**src/rtl/core/steepest_descent_particle_step_unit_defines.svh**
```systemverilog
// Assertion macros for the steepest-descent particle step unit.
// Needs clk_i and rst_ni in the scope where a macro is used.
`ifndef STEEPEST_DESCENT_PARTICLE_STEP_UNIT_DEFINES_SVH
`define STEEPEST_DESCENT_PARTICLE_STEP_UNIT_DEFINES_SVH

// Same-cycle implication, quiet during reset.
`define SDPS_ASSERT_IMPL(lbl, ante, cons, msg) \
  lbl: assert property (@(posedge clk_i) disable iff (!rst_ni) (ante) |-> (cons)) \
    else $error(msg);

// Next-cycle implication, quiet during reset.
`define SDPS_ASSERT_NEXT(lbl, ante, cons, msg) \
  lbl: assert property (@(posedge clk_i) disable iff (!rst_ni) (ante) |=> (cons)) \
    else $error(msg);

`endif

```
**src/rtl/core/sdps_pkg.sv**
```systemverilog
// Shared widths, register codes and beat types of the particle step unit.
// No dependencies.
package sdps_pkg;

  localparam int NumAxes  = 3;
  localparam int ForceW   = 24;
  localparam int PosW     = 32;
  localparam int GainW    = 24;
  localparam int LimW     = 23;
  localparam int ProdW    = 48;
  localparam int SqW      = 47;
  localparam int FsqW     = 48;
  localparam int LimSqW   = 2 * LimW;
  localparam int DpW      = LimW + 1;
  localparam int FracBits = 16;
  localparam int CfgIdxW  = 2;
  localparam int CfgDataW = 24;

  typedef enum logic [CfgIdxW-1:0] {
    RegDamping    = 2'd0,
    RegStepLimit  = 2'd1,
    RegForceLimit = 2'd2
  } sdps_reg_e;

  // One particle as it enters the lanes.
  typedef struct packed {
    logic [NumAxes-1:0][ForceW-1:0] frc;
    logic [NumAxes-1:0][PosW-1:0]   pos;
    logic [NumAxes-1:0]             fixed;
    logic                           last;
  } sdps_beat_t;

  // Pipeline control handed to the merge stage.
  typedef struct packed {
    logic adv;    // whole pipe moves this cycle
    logic move2;  // a valid particle leaves stage 2
  } sdps_ctl_t;

endpackage

```
**src/rtl/core/sdps_lane.sv**
```systemverilog
// One axis lane: damped step, clamp, saturating position update, force square.
// Depends on sdps_pkg.
module sdps_lane
  import sdps_pkg::*;
(
  input  logic                     clk_i,
  input  logic                     en_i,
  input  logic [GainW-1:0]         gain_i,
  input  logic [LimW-1:0]          lim_i,
  input  logic signed [ForceW-1:0] force_i,
  input  logic signed [PosW-1:0]   pos_i,
  input  logic                     fixed_i,
  output logic [SqW-1:0]           sq_o,
  output logic signed [PosW-1:0]   new_pos_o
);

  logic signed [ProdW:0]     prod_full;
  logic signed [ProdW-1:0]   sq_full;
  logic signed [ProdW-1:0]   prod_q;
  logic [SqW-1:0]            sq_q;
  logic signed [PosW-1:0]    pos1_q;
  logic                      fixed1_q;
  logic signed [ProdW-1:0]   shr;
  logic signed [PosW-1:0]    dp;
  logic signed [PosW-1:0]    lim_ext;
  logic signed [PosW-1:0]    dp_clamp;
  logic signed [DpW-1:0]     dp_d;
  logic signed [DpW-1:0]     dp_q;
  logic signed [PosW-1:0]    pos2_q;
  logic signed [PosW:0]      sum;
  logic signed [PosW-1:0]    new_pos_d;
  logic signed [PosW-1:0]    new_pos_q;

  // stage 1: products
  assign prod_full = $signed({1'b0, gain_i}) * force_i;
  assign sq_full   = force_i * force_i;

  always_ff @(posedge clk_i) begin
    if (en_i) begin
      prod_q   <= prod_full[ProdW-1:0];
      sq_q     <= fixed_i ? '0 : sq_full[SqW-1:0];
      pos1_q   <= pos_i;
      fixed1_q <= fixed_i;
    end
  end

  // stage 2: floor to Q16.16, clamp to +/- limit, zero if fixed
  assign shr     = prod_q >>> FracBits;
  assign dp      = shr[PosW-1:0];
  assign lim_ext = $signed({{(PosW-LimW){1'b0}}, lim_i});

  always_comb begin
    if (dp > lim_ext) begin
      dp_clamp = lim_ext;
    end else if (dp < -lim_ext) begin
      dp_clamp = -lim_ext;
    end else begin
      dp_clamp = dp;
    end
    dp_d = fixed1_q ? '0 : dp_clamp[DpW-1:0];
  end

  always_ff @(posedge clk_i) begin
    if (en_i) begin
      dp_q   <= dp_d;
      pos2_q <= pos1_q;
    end
  end

  // stage 3: add and saturate
  assign sum = {pos2_q[PosW-1], pos2_q} + {{(PosW+1-DpW){dp_q[DpW-1]}}, dp_q};

  always_comb begin
    if (sum[PosW] != sum[PosW-1]) begin
      new_pos_d = sum[PosW] ? {1'b1, {(PosW-1){1'b0}}} : {1'b0, {(PosW-1){1'b1}}};
    end else begin
      new_pos_d = sum[PosW-1:0];
    end
  end

  always_ff @(posedge clk_i) begin
    if (en_i) begin
      new_pos_q <= new_pos_d;
    end
  end

  assign sq_o      = sq_q;
  assign new_pos_o = new_pos_q;

endmodule

```
**config.mk**
```make
export PLATFORM = sky130hd
export DESIGN_NAME = sdps_lane
export DESIGN_NICKNAME = d
export VERILOG_FILES = /design/src/rtl/core/steepest_descent_particle_step_unit_defines.svh /design/src/rtl/core/sdps_pkg.sv /design/src/rtl/core/sdps_lane.sv
export SDC_FILE = /design/constraint.sdc
export NUM_CORES = 2
export LEC_CHECK = 0
export BUFFER_PORTS_ARGS = -buffer_cell sky130_fd_sc_hd__buf_4
export CAP_MARGIN = 0
export CORE_UTILIZATION = 58
export CTS_BUF_LIST = sky130_fd_sc_hd__clkbuf_2 sky130_fd_sc_hd__clkbuf_4 sky130_fd_sc_hd__clkbuf_8
export DETAILED_ROUTE_END_ITERATION = 6
export PLACE_DENSITY = 0.72
export REMOVE_ABC_BUFFERS = 1
export SLEW_MARGIN = 30
export SYNTH_ARGS = -nofsm -noshare
export SYNTH_HDL_FRONTEND = slang
export SYNTH_SLANG_ARGS = --single-unit
```
**constraint.sdc**
```tcl
create_clock -name clk_i -period 8.6 [get_ports clk_i]
set_input_delay 0.43 -clock clk_i [delete_from_list [all_inputs] [get_ports clk_i]]
set_output_delay 0.43 -clock clk_i [all_outputs]
set_load 0.05 [all_outputs]
```
-- Word level (Yosys, flattened, before mapping)
Cells that the tools add are included.
- add/subtract/negate cells: 2
- multipliers: 2
- $lt $le $gt $ge: 2
- eq/ne operators: 1
- mux-type cells: 4
- reductions and logical operators: 1
- operators with widths (kind ; count):
    32-bit two-way mux ; 2
    25-bit by 24-bit multiplier with 48-bit output ; 1
    24-bit by 24-bit multiplier with 47-bit output ; 1
    32-bit by 24-bit adder with 33-bit output ; 1
    32-bit by 24-bit > comparator with 1-bit output ; 1
    32-bit < comparator ; 1
    23-bit negator with 32-bit output ; 1
    24-bit two-way mux ; 1
    23-bit two-way mux ; 1
    2-bit OR reduction ; 1
    1-bit != test ; 1
- register bits after elaboration: 216
- input bits: 106
- logic and storage cells: 20

-- Depth between registers and ports, before layout
- depth in word-level cells: 4
- depth in mapped cells: 29
- depth with buffers taken out: 26

-- Worst setup path before layout
No wires, ideal clock.
- path kind: input to register
- start: input force_i[23]
- end: register sq_q[46], in the netlist sq_o[46] (data pin)
- library setup time: 0.254 ns
- arrival time: 7.284 ns
- required time: 8.346 ns
- setup slack: 1.062 ns
- stages on the path: 25
- buffers on the path: 3
- cell sequence: clkbuf_1 -> clkbuf_1 -> nand2_1 -> inv_1 -> fa_1 -> fa_1 -> inv_1 -> fa_1 -> inv_1 -> fa_1 -> fa_1 -> fa_1 -> fa_1 -> ha_1 -> clkbuf_1 -> a21o_1 -> a21o_1 -> a21oi_1 -> nor2_1 -> a211oi_1 -> o21ai_0 -> a21o_1 -> a21o_1 -> a31o_2 -> a21o_1
- longest elaborated chain between the ends: 1
- ends and longest elaborated chain (element ; line ; RTL):
    start, declared ; sdps_lane.sv:10 ; input logic signed [ForceW-1:0] force_i,
    24-bit by 24-bit multiplier with 47-bit output ; sdps_lane.sv:36 ; assign sq_full = force_i * force_i;
    end signal, assigned ; sdps_lane.sv:41 ; sq_q <= fixed_i ? '0 : sq_full[SqW-1:0];
    end, declared ; sdps_lane.sv:20 ; logic [SqW-1:0] sq_q;
No other way between the ends.
A chain may end at the register's enable or synchronous reset.

-- Worst setup path after layout
- start: input force_i[5]
- end: register sq_q[40], in the netlist sq_o[40] (data pin)
The elaborated chain is that of the path after synthesis.

==> flow_summary_export.csv <==
group,metric,value,unit
run_status,run_status,"finished, violations left",
run_status,failed_checks,"DRC",
floorplan,ioPinCount,185,
sta,max_slew.worst_pin.slew,0.8873,ns
placement,gp_congestion,0.8974,
floorplan,die_width,288.9,um
cts,numClockSinks,199,
yosys,postSynth.topFlopCell,"sky130_fd_sc_hd__edfxtp_1",
yosys,synth.top_cell.area_share,0.4314,
setup_path,crit_arrival,7.89,ns
sta,finClkSkew,0.02285,ns
placement,dp.final_hpwl,86.22,mm
cts,post_cts_resize_count,0,
setup_path,crit_path_end_kind,"register",
sta,rsz_0062_raised_after_global_routing,"no",
layout,layout-drive-gt1-share,0.05902,
setup_path,crit_path_max_fanout,30,
floorplan,floorplan.core_area,80940,um^2
global_route,grt_pass1_vias,36218,
setup_path,critical_path.top_delay_family,"adder cells",
sta,finalSetupTns,0,ns
setup_path,crit_slowest_cell,"sky130_fd_sc_hd__fa_1",
setup_path,r2r_cells,14,
sta,report.final.setup_viol,0,
yosys,yosys_warnings,0,
route,dr.first_iter.drc_count,1793,
route,route.final.wire_length,108.1,mm
layout,design.final.nets,6542,
yosys,netlist_area,47750,um^2
min_path,hp-class,"in -> reg",
floorplan,placementRows,104,
yosys,ys_ff_latch,199,
yosys,post_synth_most_frequent_cells,"1233 x sky130_fd_sc_hd__inv_1, 1029 x sky130_fd_sc_hd__fa_1, 491 x sky130_fd_sc_hd__nand2_1, 422 x sky130_fd_sc_hd__ha_1, 404 x sky130_fd_sc_hd__and2_1",
global_route,antenna_violations_before_repair,3,
placement,buffer_ports.inserted,183,
sta,fraction_of_the_cycle_the_final_worst_path_needs,0.8760,
floorplan,initial_utilization,0.5900,
sta,layout_setup_ws,1.067,ns
yosys,synthArstFlopShare,0,
sta,final_hold_viol_count,0,
route,ant_nets,0,
global_route,maximum_number_of_pins_on_one_net_before_global_route_repair,131,
layout,instances_no_fill,6059,
yosys,synth-edff-count,199,
setup_path,critical_path_class,"in -> reg",
sta,fin_crit,7.533,ns
cts,inserted_clock_buffers,17,
placement,placement_setup_slack,0.5738,ns
yosys,netlist-cell-type-count,74,
sta,finalMaxSlewViolations,0,
yosys,syn-mean-instance-area,9.702,um^2
global_route,grt.total_usage,0.2787,
route,viasPerCell,5.459,
placement,dpl.cell_count,5996,
cts,cts_max_level,4,
run,number_of_max_cap_violations,0,
setup_path,cell_repeated_most_along_the_worst_path,"sky130_fd_sc_hd__fa_1",
yosys,gate_count_after_technology_mapping,4922,
yosys,post_synth_main_area_contributors,"sky130_fd_sc_hd__fa_1 43%, sky130_fd_sc_hd__edfxtp_1 13%, sky130_fd_sc_hd__ha_1 11%",
sta,worst_hold_slack,0.05024,ns
setup_path,cpPeakStageDelay,0.57,ns
yosys,synth_largest_area_cell,"sky130_fd_sc_hd__fa_1",
global_route,grt-ovfl-total,0,
layout,num-fill-cells,6795,
cts,cts.path.max_buffers,2,
setup_path,critical_path_cell_count,25,
route,firstDrtPassIters,7,
route,detail_route.drc_violations,1,
setup_path,worstPathRequired,8.96,ns
sta,max_slew_margin,0.4085,
setup_path,worstPathBufferInverterCount,7,
cts,clk_transition_reported_paths,0.12,ns
sta,max_freq,132.7,MHz
route,routed-via-count,33075,
cts,cts_post_setup_buffers_inserted,0,
yosys,sequential_cell_area_fraction_in_the_yosys_report,0.1251,
setup_path,start_kind,"input port",
route,drt-wirelength-per-cell,17.84,um
cts,cts_tree,"built",
global_route,grt_pass1_wl,181.1,mm
floorplan,design.die.area,83480,um^2
layout,area_delta_synth_final,6.278,%
cts,cts.root.buffer_cell,"sky130_fd_sc_hd__clkbuf_8",
yosys,yosysMostFrequentCell,"sky130_fd_sc_hd__inv_1",
cts,clock_insertion_delay_worst_skew,0.60,ns
floorplan,chipHeight,288.9,um
min_path,worstHoldPathCells,1,
==> layer usage <==
metal	track usage	share of wire
met1	0.3487	0.39
met2	0.5005	0.53
met3	0.03205	0.050
met4	0.09526	0.030
met5	0	0.00016
==> stage by stage <==
step                utilization  instance area (um^2)
floorplan                     -                 46940
global placement         0.6173                 49960
detailed placement       0.6178                 50000
CTS                      0.6269                 50740
global route             0.6270                 50750
finish                   0.6270                 50750
==> cell usage in the layout, fill, tap and decap left out, types with 30 or more instances in the layout <==
master and count:
sky130_fd_sc_hd__nor3_1 35, sky130_fd_sc_hd__and2_1 404, sky130_fd_sc_hd__o21ai_0 58, sky130_fd_sc_hd__fa_1 1029, sky130_fd_sc_hd__a21o_1 65, sky130_fd_sc_hd__edfxtp_1 199, sky130_fd_sc_hd__nand2_1 491, sky130_fd_sc_hd__xnor2_1 90
sky130_fd_sc_hd__nor2_1 146, sky130_fd_sc_hd__inv_1 1233, sky130_fd_sc_hd__nor2b_1 61, sky130_fd_sc_hd__dlygate4sd3_1 30, sky130_fd_sc_hd__buf_4 219, sky130_fd_sc_hd__ha_1 422, sky130_fd_sc_hd__a21oi_1 110, sky130_fd_sc_hd__xor2_1 43
==> repair_timing <==
item | 4_1_cts | 5_1_grt
endpoints found under the hold margin | 30 | 0
setup endpoints to repair | 0 | 0
hold buffers | 30 | 0
==> final cells by class <==
class                   instances  area (um^2)  share of cell area
multi-input cells            3281        36360              0.7165
clock inverters                15        209.0            0.004117
inverters                    1234         4632             0.09127
clock buffers                  17        234.0            0.004610
well taps                    1060         1326             0.02613
flip-flops and latches        199         5976              0.1177
diodes                          1        2.502          0.00004931
repair buffers                252         2008             0.03957
==> worst paths after layout <==
kind	end	startpoint	slack (ns)
max	sq_o[40]	force_i[5]	1.07
min	pos1_q[21]	pos_i[21]	0.05
max reg2reg	new_pos_o[5]	dp_q[0]	4.62
min reg2reg	pos2_q[22]	pos1_q[22]	0.42
==> cells by family after synthesis <==
logic type | synth area share
AND/OR/NAND/NOR | 0.1327
multiplexers | 0.003642
AO/OA/AOI/OAI | 0.05605
flip-flops | 0.1251
buffers and inverters | 0.1140
adder cells (fa/ha/maj) | 0.5434
other | 0.00007853
XOR/XNOR | 0.02497
==> flip-flops by register name (all words and copies together), names as in the netlist <==
signal     count
fixed1_q       1
sq_o          46
pos2_q        32
new_pos_o     32
pos1_q        32
prod_q        32
dp_q          24
Power is left out: the tool's default activity adds up to more than one toggle a clock period on the data nets, which glitch-free logic cannot reach.
