===== src/rtl/core/steepest_descent_particle_step_unit_defines.svh =====
// Assertion macros for the steepest-descent particle step unit.
// Needs clk_i and rst_ni in the scope where a macro is used.
`ifndef STEEPEST_DESCENT_PARTICLE_STEP_UNIT_DEFINES_SVH
`define STEEPEST_DESCENT_PARTICLE_STEP_UNIT_DEFINES_SVH

// Same-cycle implication, quiet during reset.
`define SDPS_ASSERT_IMPL(lbl, ante, cons, msg) \
  lbl: assert property (@(posedge clk_i) disable iff (!rst_ni) (ante) |-> (cons)) \
    else $error(msg);

// Next-cycle implication, quiet during reset.
`define SDPS_ASSERT_NEXT(lbl, ante, cons, msg) \
  lbl: assert property (@(posedge clk_i) disable iff (!rst_ni) (ante) |=> (cons)) \
    else $error(msg);

`endif


===== src/rtl/core/sdps_pkg.sv =====
// Shared widths, register codes and beat types of the particle step unit.
// No dependencies.
package sdps_pkg;

  localparam int NumAxes  = 3;
  localparam int ForceW   = 24;
  localparam int PosW     = 32;
  localparam int GainW    = 24;
  localparam int LimW     = 23;
  localparam int ProdW    = 48;
  localparam int SqW      = 47;
  localparam int FsqW     = 48;
  localparam int LimSqW   = 2 * LimW;
  localparam int DpW      = LimW + 1;
  localparam int FracBits = 16;
  localparam int CfgIdxW  = 2;
  localparam int CfgDataW = 24;

  typedef enum logic [CfgIdxW-1:0] {
    RegDamping    = 2'd0,
    RegStepLimit  = 2'd1,
    RegForceLimit = 2'd2
  } sdps_reg_e;

  // One particle as it enters the lanes.
  typedef struct packed {
    logic [NumAxes-1:0][ForceW-1:0] frc;
    logic [NumAxes-1:0][PosW-1:0]   pos;
    logic [NumAxes-1:0]             fixed;
    logic                           last;
  } sdps_beat_t;

  // Pipeline control handed to the merge stage.
  typedef struct packed {
    logic adv;    // whole pipe moves this cycle
    logic move2;  // a valid particle leaves stage 2
  } sdps_ctl_t;

endpackage


===== src/rtl/core/sdps_merge.sv =====
// Merge stage: sums the lane force squares, tracks the sweep maximum, flags convergence.
// Depends on sdps_pkg and the assertion macro header.
`include "steepest_descent_particle_step_unit_defines.svh"

module sdps_merge
  import sdps_pkg::*;
(
  input  logic                          clk_i,
  input  logic                          rst_ni,
  input  sdps_ctl_t                     ctl_i,
  input  logic                          last_i,
  input  logic [NumAxes-1:0][SqW-1:0]   sq_i,
  input  logic [LimSqW-1:0]             limit_sq_i,
  output logic                          end_of_sweep_o,
  output logic                          converged_o
);

  logic              last1_q;
  logic              last2_q;
  logic [FsqW-1:0]   fsq_d;
  logic [FsqW-1:0]   fsq_q;
  logic [FsqW-1:0]   cand;
  logic [FsqW-1:0]   max_q;
  logic [FsqW-1:0]   max_d;
  logic              conv_d;
  logic              conv_q;
  logic              end_q;

  always_comb begin
    fsq_d = '0;
    for (int i = 0; i < NumAxes; i++) begin
      fsq_d = fsq_d + FsqW'(sq_i[i]);
    end
  end

  always_ff @(posedge clk_i) begin
    if (ctl_i.adv) begin
      last1_q <= last_i;
      last2_q <= last1_q;
      fsq_q   <= fsq_d;
    end
  end

  // running maximum; a sweep end compares and clears it
  assign cand   = (fsq_q > max_q) ? fsq_q : max_q;
  assign conv_d = last2_q && (cand < FsqW'(limit_sq_i));

  always_comb begin
    max_d = max_q;
    if (ctl_i.move2) begin
      max_d = last2_q ? '0 : cand;
    end
  end

  always_ff @(posedge clk_i or negedge rst_ni) begin
    if (!rst_ni) begin
      max_q <= '0;
    end else begin
      max_q <= max_d;
    end
  end

  always_ff @(posedge clk_i) begin
    if (ctl_i.adv) begin
      conv_q <= conv_d;
      end_q  <= last2_q;
    end
  end

  assign end_of_sweep_o = end_q;
  assign converged_o    = conv_q;

  `SDPS_ASSERT_NEXT(a_max_cleared, ctl_i.move2 && last2_q, max_q == '0, "max not cleared at sweep end")
  `SDPS_ASSERT_NEXT(a_max_held, !ctl_i.move2, $stable(max_q), "max changed without a particle")
  `SDPS_ASSERT_NEXT(a_max_grows, ctl_i.move2 && !last2_q, max_q >= $past(max_q), "max fell inside a sweep")

endmodule

===== config.mk =====
export PLATFORM = sky130hd
export DESIGN_NAME = sdps_merge
export DESIGN_NICKNAME = d
export VERILOG_FILES = /design/src/rtl/core/sdps_pkg.sv /design/src/rtl/core/sdps_merge.sv
export VERILOG_INCLUDE_DIRS = /design/src /design/src/rtl/core
export SDC_FILE = /design/constraint.sdc
export NUM_CORES = 1
export LEC_CHECK = 0
export BUFFER_PORTS_ARGS = -buffer_cell sky130_fd_sc_hd__buf_2
export CAP_MARGIN = 20
export CORE_ASPECT_RATIO = 0.5
export CORE_MARGIN = 2
export CORE_UTILIZATION = 30
export CTS_CLUSTER_SIZE = 28
export DETAILED_ROUTE_END_ITERATION = 16
export GPL_ROUTABILITY_DRIVEN = 0
export PLACE_DENSITY = 0.45
export REMOVE_ABC_BUFFERS = 1
export SETUP_SLACK_MARGIN = 0.1
export SLEW_MARGIN = 20
export SYNTH_ARGS = -nofsm -noshare
export SYNTH_HDL_FRONTEND = slang
export SYNTH_SLANG_ARGS = --single-unit

===== constraint.sdc =====
create_clock -name clk_i -period 13.97 [get_ports clk_i]
set_input_delay 2.794 -clock clk_i [delete_from_list [all_inputs] [get_ports clk_i]]
set_output_delay 2.794 -clock clk_i [all_outputs]
set_load 0.005 [all_outputs]

# ---- Word-level counts from Yosys, hierarchy flattened
# Cells that the tools add are included.
# W data, S select, Z words.
dict set report word_totals {
  n_memories 0
  ramBits 0
  romBits 0
  latchBits 0
  input_bits 192
  register_bits 100
  out_inout_bits 2
}
dict set report op_classes {
  reduce_logical 1
  n_bitwise 0
  mul 0
  addsub 2
  mux 2
  n_eq_ne 0
  shifts 0
  n_lt_le_gt_ge 2
  div 0
}
# cell n
set op_table {}
lappend op_table {{$mux W48} 2}
lappend op_table {{$add A47 B47 Y48} 1}
lappend op_table {{$add A48 B47 Y48} 1}
lappend op_table {{$gt A48 B48 Y1} 1}
lappend op_table {{$lt A48 B46 Y1} 1}
lappend op_table {{$logic_and A1 B1 Y1} 1}

# ---- Longest topological paths before layout
# Gate-level depths: netlist (run 1).
dict set report logic_depth {
  ltp_word 4
  mapped_depth 20
}

# ---- Worst setup path after synthesis (run 1)
# Ideal clock, no wire load.
dict set report synth_timing {
  path_kind {input to register}
  start {input sq_i[1] in the netlist's numbering}
  end {register fsq_q[47] (data pin)}
  path_buffers 0
  arrival_time_ps 5377
  stages 12
  setup_slack_ps 8332
  path_cell_list {fa_1 -> ha_1 -> inv_1 -> fa_1 -> nor2b_1 -> o31a_1 -> o211ai_1 -> o31ai_1 -> nand3_1 -> nand3_1 -> nand4_1 -> a311o_1}
}
dict set report synth_via {
  elab_chain_len 2
}
# item line_no
set synth_rtl {}
lappend synth_rtl {{from (decl)} sdps_merge.sv:12} ;# input logic [NumAxes-1:0][SqW-1:0] sq_i,
lappend synth_rtl {{$add A47 B47 Y48} sdps_merge.sv:32} ;# fsq_d = fsq_d + FsqW'(sq_i[i]);
lappend synth_rtl {{$add A48 B47 Y48} sdps_merge.sv:32}
lappend synth_rtl {{net fsq_d[47]} sdps_merge.sv:20} ;# logic [FsqW-1:0] fsq_d;
lappend synth_rtl {{to (signal assigned)} sdps_merge.sv:40} ;# fsq_q <= fsq_d;
lappend synth_rtl {{to (decl)} sdps_merge.sv:21} ;# logic [FsqW-1:0] fsq_q;
# The timed path passes the listed nets, and every way through them passes these cells.
# A chain may end at the register's enable or synchronous reset.

# ---- Worst setup path in the final report (run 1)
# Ends and elaborated chain as after synthesis.

==> run metrics, run 1 <==
Leakage=5.44 nW; H-tree levels=3; CP Max Fanout=4; Yosys cell types=63; Post-Synthesis Cells=1074; Area growth syn-to-layout=17.0%; first-pass GRT wire length=about 46 mm; Final ANT Viol Nets=0; DIE AREA=0.0345 mm2; Slew Limit Fails=0; CP startpoint kind=primary input; wire per inst=16.6 um; Synth Register Bits=100; Detailed Routing Iterations Pass 1=7; RSZ-0062 raised after global routing=no; Yosys warnings=0; initial core utilization=30.9%; core area=0.0321 mm2; Filler cells=3306; Fmax=between 150 and 200 MHz; vias in the first global route=8681; Crit. End Element=flop; setup bufs post-CTS=0; Final Non-Filler Cells=approximately 1700; Synth area leader=ha_1; Post-Syn Area per Cell=9.21 um2; initial antenna violation count=0; CTS buffer count=9; vias per std cell=roughly 5; Max Clock Skew=around 0.010 ns; fraction of registers with async set/reset=48.0%; WL final=around 28 mm; max_cap viols=0; Setup CP Type=in2reg; clk_lat worst skew=0.36 ns; Worst EP required=14.08 ns; Bufs on Longest Clock Path=2; top post-synthesis cells by area=ha_1 (18%), edfxtp_1 (16%), dfrtp_1 (12%); Core Util, Final=36.1%; Initial DRC Count=between 400 and 500; count of final setup violators=0; DP Cell Count=~1700; Syn Std Cell Area=0.00989 mm2; vias=8413; Max-slew headroom=44.5%; post-CTS sizing=0; Boundary Pins=194; outcome=finished, final reports clean; row cnt=46; largest net degree at the start of global routing=80; layout cells sized above 1=18.1%; hpwl dp=22.7 mm; Die Height=about 130 um; most common cell in the synthesized netlist=ha_1; worst reg-to-reg path cell count=17; CTS tree=built; Cells on Worst Hold Path=0; top cell type's share of synthesized area=17.6%; nets@finish=1623; Die Wd=261 um; Post-synth EDFFs=52; CTS root buf=clkbuf_16; total track usage=16.7%; Hold Fails Final Rpt=0; sequential fraction of the synthesis area=27.9%; minimum clock period=6.22 ns; ys flop type=edfxtp_1; Total Neg Setup Slack=0 ns; Synth top cells by count=ha_1 (139), inv_1 (116), nand2_1 (93), o21ai_0 (82), a21oi_1 (76); GR Overflow Total=0; worst hold-check path type=reg2reg; number of port buffers=193; clk sinks=100; detailed-route DRC error count=0; clk slew on worst S/H paths=0.08 ns; Worst VDD drop=between 60 and 70 uV; hold_buf cts=0; ant diodes=0; Slew @ Worst Pin=0.811 ns; period utilization=44.5%; Fin Hold WS=approximately 0.43 ns; pwr/cell area=between 150 and 200 mW/mm2; WP data arrival=approximately 6.3 ns
-- registers in the layout, summed over array words and instances (netlist names) --
signal          flops
fsq_q              48
last1_q             1
end_of_sweep_o      1
last2_q             1
converged_o         1
max_q              48
-- power breakdown --
group	switching, mW	total, mW	internal, mW
registers	0.0824	0.518	0.435
clock network	0.125	0.251	0.126
logic	0.633	1.09	0.452
-- cells by family after synthesis --
| kind of cell | count (synthesis) | share of synthesized area (%) |
|---|---|---|
| xor+xnor | 40 | 3.54 |
| compound gates | 342 | 22.8 |
| mux | 1 | 0.101 |
| simple gates | 247 | 12.1 |
| fa+ha+maj | 187 | 27.3 |
| buf+inv | 157 | 6.21 |
| flops | 100 | 27.9 |
-- area by class of cell --
type | instances | area (um2) | share of cell area (%)
Clock inverter | 7 | 63.8 | 0.551
Inverter | 116 | 435 | 3.76
Timing Repair Buffer | 200 | 1020 | 8.80
Tap cell | 432 | 541 | 4.67
Multi-Input combinational cell | 817 | 6530 | 56.4
Clock buffer | 9 | 225 | 1.95
Sequential cell | 100 | 2760 | 23.9
-- metal layers --
layer | track usage [%] | wire length (um) | share of wire (%)
met5 | 0 | 0 | 0
met4 | 2.79 | 234 | 0.84
met3 | 4.02 | 1480 | 5.3
met2 | 26.3 | 12400 | 44
met1 | 23.5 | 13800 | 49
-- worst paths after layout --
check,start,to,slack (ns)
min in group asynchronous,rst_ni,max_q[11]$_DFFE_PN0P_,2.56
max in group asynchronous,rst_ni,max_q[27]$_DFFE_PN0P_,10.93
worst max register to register,fsq_q[31]$_DFFE_PP_,converged_o$_DFFE_PP_,8.03
worst max-delay path,sq_i[1],fsq_q[47]$_DFFE_PP_,7.75
worst min register to register,last1_q$_DFFE_PP_,last2_q$_DFFE_PP_,0.43
worst min-delay path,last1_q$_DFFE_PP_,last2_q$_DFFE_PP_,0.43
-- per-stage QoR --
step | power, mW | area [um2] | worst slack [ns]
final | 1.85 | 11600 | 7.75
after global routing | 2.06 | 11600 | 7.41
after CTS | 1.87 | 11600 | 7.73
after detailed placement | 1.61 | 11300 | 7.36
after global placement | 1.59 | 11300 | 7.43
after floorplan | 1.27 | 9710 | 8.19
-- critical path, cell delays in order --
cell      delay (ns)
buf_2           0.11
fa_1            0.54
ha_1            0.18
inv_1           0.06
fa_1            0.40
nor2b_1         0.16
o31a_1          0.22
o211ai_1        0.29
o31ai_1         0.74
nand3_1         0.20
nand3_1         0.18
nand4_1         0.11
a311o_1         0.34
-- cells in the final DEF, fill, tap and decap left out, drive strengths merged, types with 4 or more instances in the layout --
master / synthesis / final
nand3: 33 / 33
a211oi: 10 / 10
nand2b: 4 / 4
fa: 48 / 48
a21oi: 76 / 76
a31oi: 9 / 9
nor3: 17 / 17
clkbuf: 30 / 9
nand4: 22 / 22
nor2b: 7 / 7
nor3b: 5 / 5
buf: 11 / 200
nor4: 6 / 6
a22o: 39 / 39
o211ai: 10 / 10
nor2: 33 / 33
o2111ai: 4 / 4
nand2: 93 / 93
ha: 139 / 139
o31ai: 4 / 4
inv: 116 / 122
xor2: 13 / 13
a21o: 43 / 43
a221oi: 4 / 4
o21a: 10 / 10
and3: 8 / 8
and2: 6 / 6
xnor2: 27 / 27
dfrtp: 48 / 48
o21ai: 83 / 83
o22ai: 10 / 10
or2: 4 / 4
edfxtp: 52 / 52
o21bai: 9 / 9
a2111o: 4 / 4
Power figures use the tool's default switching activity.
==> run 2: changes to the inputs <==
Settings changed: PLACE_DENSITY 0.45 to 0.46.
Clock period 13.97 ns to 5.2 ns, I/O delays scaled along.
==> run 2 against run 1 <==
  * Sequential share of layout area down 0.37 points
  * Final area is 1.6% higher
  * Sequential power grew to 2.6 times the previous value
  * Routed wire length rose by 3.5%
  * First-iteration DRC count is 15% lower
  * Combinational power grew to 2.9 times the previous value
  * Global-route usage increased by 0.37 points
  * Non-clock buffer count grew 15
  * Power rose to 2.8 times the previous value
  * Critical endpoint is now converged_o$_DFFE_PP_
  * Largest cell class unchanged
  * Largest power group unchanged
==> run metrics, run 2 (same netlist as run 1, synthesis figures left out) <==
Filler cells=3281; Max Clock Skew=between 0.007 and 0.008 ns; Final Non-Filler Cells=1697; hold_buf cts=0; CP Buf/Inv Count=2; Detailed Routing Iterations Pass 1=5; Area growth syn-to-layout=18.9%; WP data arrival=about 5.0 ns; first-pass GRT wire length=~47 mm; wire per inst=17.0 um; layout cells sized above 1=19.2%; worst hold-check path type=reg2reg; Total Neg Setup Slack=0 ns; CTS tree=built; Leakage=5.54 nW; DP Cell Count=1676; Die Wd=261 um; GR Overflow Total=0; CTS buffer count=9; setup slack, reg-to-reg=0.41 ns; Worst EP required=5.39 ns; critical path's slowest cell=nor4_1; core area=0.0321 mm2; Final ANT Viol Nets=0; most frequent cells in the layout=buf_2 (193), ha_1 (139), inv_1 (116); row cnt=46; clk_lat worst skew=0.36 ns; total track usage=roughly 17%; number of port buffers=a little under 200; Boundary Pins=194; commonest non-fill, non-tap cell in the layout=buf_2; vias in the first global route=8887; Setup CP Type=reg2reg; outcome=finished, final reports clean; Slew @ Worst Pin=0.767 ns; Crit. End Element=flop; detailed-route DRC error count=0; Hold Fails Final Rpt=0; initial antenna violation count=1; Slew Limit Fails=0; vias=8679; clk slew on worst S/H paths=approximately 0.07 ns; CP top delay family=simple AND/OR/NAND/NOR gates; hpwl dp=23.7 mm; biggest registers after layout=fsq_q (48), max_q (48); CP startpoint kind=flop; nets@finish=approximately 1600; pwr/cell area=about 450 mW/mm2; ant diodes=0; initial core utilization=30.9%; CP peak stage delay=0.72 ns; largest net degree at the start of global routing=53; minimum clock period=about 4.8 ns; Fmax=209 MHz; WL final=28.9 mm; Initial DRC Count=389; H-tree levels=3; Bufs on Longest Clock Path=2; period utilization=92.1%; Worst VDD drop=193 uV; clk sinks=100; max_cap viols=0; CP Max Fanout=6; Max-slew headroom=48.6%; vias per std cell=5.11; CTS root buf=clkbuf_16; RSZ-0062 raised after global routing=no; cells along the critical path=ha_1, nand4_1, nor4_1, and2_1, nor2_4, buf_4, o21ai_0, ha_1, a21o_1, a2111oi_2, buf_4, o211ai_1, a21oi_2, o31ai_1, or3b_2, a211oi_1; count of final setup violators=0; Die Height=132 um; DIE AREA=0.0345 mm2
-- run 2: where the power goes --
part / leakage (nW) / internal [mW] / switching [mW]
logic: 4.24 / 1.32 / 1.81
registers: 1.14 / 1.17 / 0.203
clock network: 0.155 / 0.428 / 0.314
total: 5.54 / 2.91 / 2.32
-- run 2: worst paths after layout --
check / from / endpoint / cells past startpoint
worst max-delay path: fsq_q[15]$_DFFE_PP_ / converged_o$_DFFE_PP_ / 16
worst min-delay path: last1_q$_DFFE_PP_ / last2_q$_DFFE_PP_ / 0
worst max register to register: fsq_q[15]$_DFFE_PP_ / converged_o$_DFFE_PP_ / 16
worst min register to register: last1_q$_DFFE_PP_ / last2_q$_DFFE_PP_ / 0
max in group asynchronous: rst_ni / max_q[38]$_DFFE_PN0P_ / 2
min in group asynchronous: rst_ni / max_q[3]$_DFFE_PN0P_ / 2
-- run 2: repair_timing --
item,in CTS,in global routing
setup buffers,0,4
gates resized for setup,1,7
cloned,0,1
pin swaps,0,1
setup endpoints to repair,1,1
-- run 2: cell type report --
class / instances / area [um2] / area share [%]
clock buffer: 10 / 229 / 1.95
multi-input combinational: 818 / 6550 / 55.7
inverter: 116 / 435 / 3.70
timing repair buffer: 215 / 1150 / 9.76
clock inverter: 6 / 96.3 / 0.819
tap: 432 / 541 / 4.60
sequential: 100 / 2760 / 23.5
-- run 2: per-stage QoR --
stage          total power [mW]  setup slack, ns  area (um2)  util [%]  hold slack (ns)
3_3_place_gp               4.36            0.258       11400      35.5            0.404
2_1_floorplan              3.40           -0.584        9710         -            0.400
5_1_grt                    5.77            0.108       11800      36.7            0.433
6_report                   5.24            0.409       11800      36.7            0.421
4_1_cts                    5.19            0.143       11700      36.5            0.423
3_5_place_dp               4.41            0.138       11400      35.5            0.405
-- run 2: routing by layer --
layer / GRT usage (%) / part of all wire (%) / vias up
li1: - / - / 4289
met1: 24.0 / 49 / 4181
met2: 28.0 / 46 / 190
met3: 2.96 / 4.6 / 17
met4: 2.44 / 0.69 / 2
met5: 0 / 0.045 / -
==> run 3: changes to the inputs <==
Settings changed: RECOVER_POWER from default to 25.
==> run 3 against run 2 <==
  * Largest cell class unchanged
  * Worst setup slack unchanged
  * Clock-buffer cell count stayed put
  * Sequential power barely moved
  * Critical path type unchanged
  * Flip-flop and latch count is the same
  * Die area stayed put
  * Register-to-register slack hardly changed
  * Routed wire length about the same
  * The flow now finishes with violations (max-capacitance violations, max-slew violations)
  * Combinational power barely moved
==> run metrics, run 3 (same netlist as run 1, synthesis figures left out) <==
outcome=finished with violations; failing checks=max-capacitance violations, max-slew violations; biggest registers after layout=fsq_q (48), max_q (48); CTS root buf=clkbuf_16; Detailed Routing Iterations Pass 1=5; DP Cell Count=1676; Bufs on Longest Clock Path=2; Boundary Pins=194; clk_lat worst skew=about 0.36 ns; worst setup margin=slightly above 0.4 ns; count of final setup violators=0; Worst EP required=5.39 ns; Slew @ Worst Pin=~2.9 ns; CTS tree=built; vias per std cell=5.11; Tot Pwr=~5.2 mW; Slew Limit Fails=49; Die Wd=261 um; Max-slew headroom=-91.1%; max_cap viols=1; CP startpoint kind=flop; wire per inst=approximately 17 um; GR Overflow Total=0; Die Height=132 um; vias in the first global route=8887; Final ANT Viol Nets=0; Area growth syn-to-layout=18.8%; WL final=28.9 mm; post-route cell area=0.0118 mm2; Placed Area=0.0114 mm2; Initial DRC Count=approximately 390; total track usage=approximately 17%; WP data arrival=4.98 ns; hold_buf cts=0; minimum clock period=4.79 ns; Fmax=209 MHz; H-tree levels=3; CP Max Fanout=6; Filler cells=3281; vias=8679; layout cells sized above 1=19.1%; initial antenna violation count=1; period utilization=92.1%; Max Clock Skew=slightly below 0.008 ns; Final Non-Filler Cells=1697; ant diodes=0; most frequent cells in the layout=buf_2 (193), ha_1 (139), inv_1 (116); initial core utilization=30.9%; Leakage=5.53 nW; Hold Fails Final Rpt=0; RSZ-0062 raised after global routing=no; Worst VDD drop=roughly 190 uV; Setup CP Type=reg2reg; detailed-route DRC error count=0; commonest non-fill, non-tap cell in the layout=buf_2; Core Util, Final=36.7%; Post-Place Worst Slack=0.138 ns; clk slew on worst S/H paths=0.07 ns; CTS buffer count=9; nets@finish=1639; worst hold-check path type=reg2reg; largest net degree at the start of global routing=53; first-pass GRT wire length=between 40 and 50 mm; clk sinks=100; core area=between 0.03 and 0.04 mm2; Crit. End Element=flop; DIE AREA=0.0345 mm2; pwr/cell area=446 mW/mm2; hpwl dp=23.7 mm; number of port buffers=193; row cnt=46
[run 3: layout make-up]
class	count	area [um2]	share of cell area, %
multi-input combinational	818	6550	55.7
sequential	100	2760	23.5
timing repair buffer	215	1140	9.73
tap	432	541	4.60
inverter	116	435	3.70
clock buffer	10	229	1.95
clock inverter	6	96.3	0.820
[run 3: power breakdown]
part	leakage, nW	internal (mW)	total, mW	switching [mW]
Combinational	4.23	1.32	3.12	1.81
Sequential	1.14	1.17	1.37	0.203
Clock	0.155	0.428	0.742	0.314
[run 3: through the flow]
stage	TNS (ns)	hold WS (ns)
after CTS	0	0.423
after floorplan	-0.584	0.400
after detailed placement	0	0.405
final	0	0.421
after global placement	0	0.404
after global routing	0	0.433
[run 3: per-layer routing]
metal	vias up	share of wire (%)	track usage, %
li1	4289	-	-
met1	4181	49	24.0
met2	190	46	28.0
met3	17	4.6	2.96
met4	2	0.69	2.44
met5	-	0.045	0
[run 3: worst paths after layout]
| check | endpoint | from | slack, ns | depth (start not counted) |
|---|---|---|---|---|
| setup / recovery | converged_o$_DFFE_PP_ | fsq_q[15]$_DFFE_PP_ | 0.41 | 16 |
| hold / removal | last2_q$_DFFE_PP_ | last1_q$_DFFE_PP_ | 0.42 | 0 |
| setup reg to reg | converged_o$_DFFE_PP_ | fsq_q[15]$_DFFE_PP_ | 0.41 | 16 |
| hold reg to reg | last2_q$_DFFE_PP_ | last1_q$_DFFE_PP_ | 0.42 | 0 |
| max in group asynchronous | max_q[38]$_DFFE_PN0P_ | rst_ni | 1.87 | 2 |
| min in group asynchronous | max_q[3]$_DFFE_PN0P_ | rst_ni | 1.69 | 2 |
[run 3: critical path: stages (launching register included)]
cell,delay (ns)
edfxtp_1,0.46
ha_1,0.34
nand4_1,0.20
nor4_1,0.72
and2_1,0.44
nor2_4,0.12
buf_4,0.16
o21ai_0,0.20
ha_1,0.29
a21o_1,0.17
a2111oi_2,0.39
buf_4,0.18
o211ai_1,0.09
a21oi_2,0.16
o31ai_1,0.08
or3b_2,0.45
a211oi_1,0.17
[run 3: what timing repair did]
action / CTS / global route
endpoints found under the setup margin: 1 / 1
pin swaps: 0 / 1
cloned: 0 / 1
resized for setup: 1 / 7
buffers inserted: 0 / 4
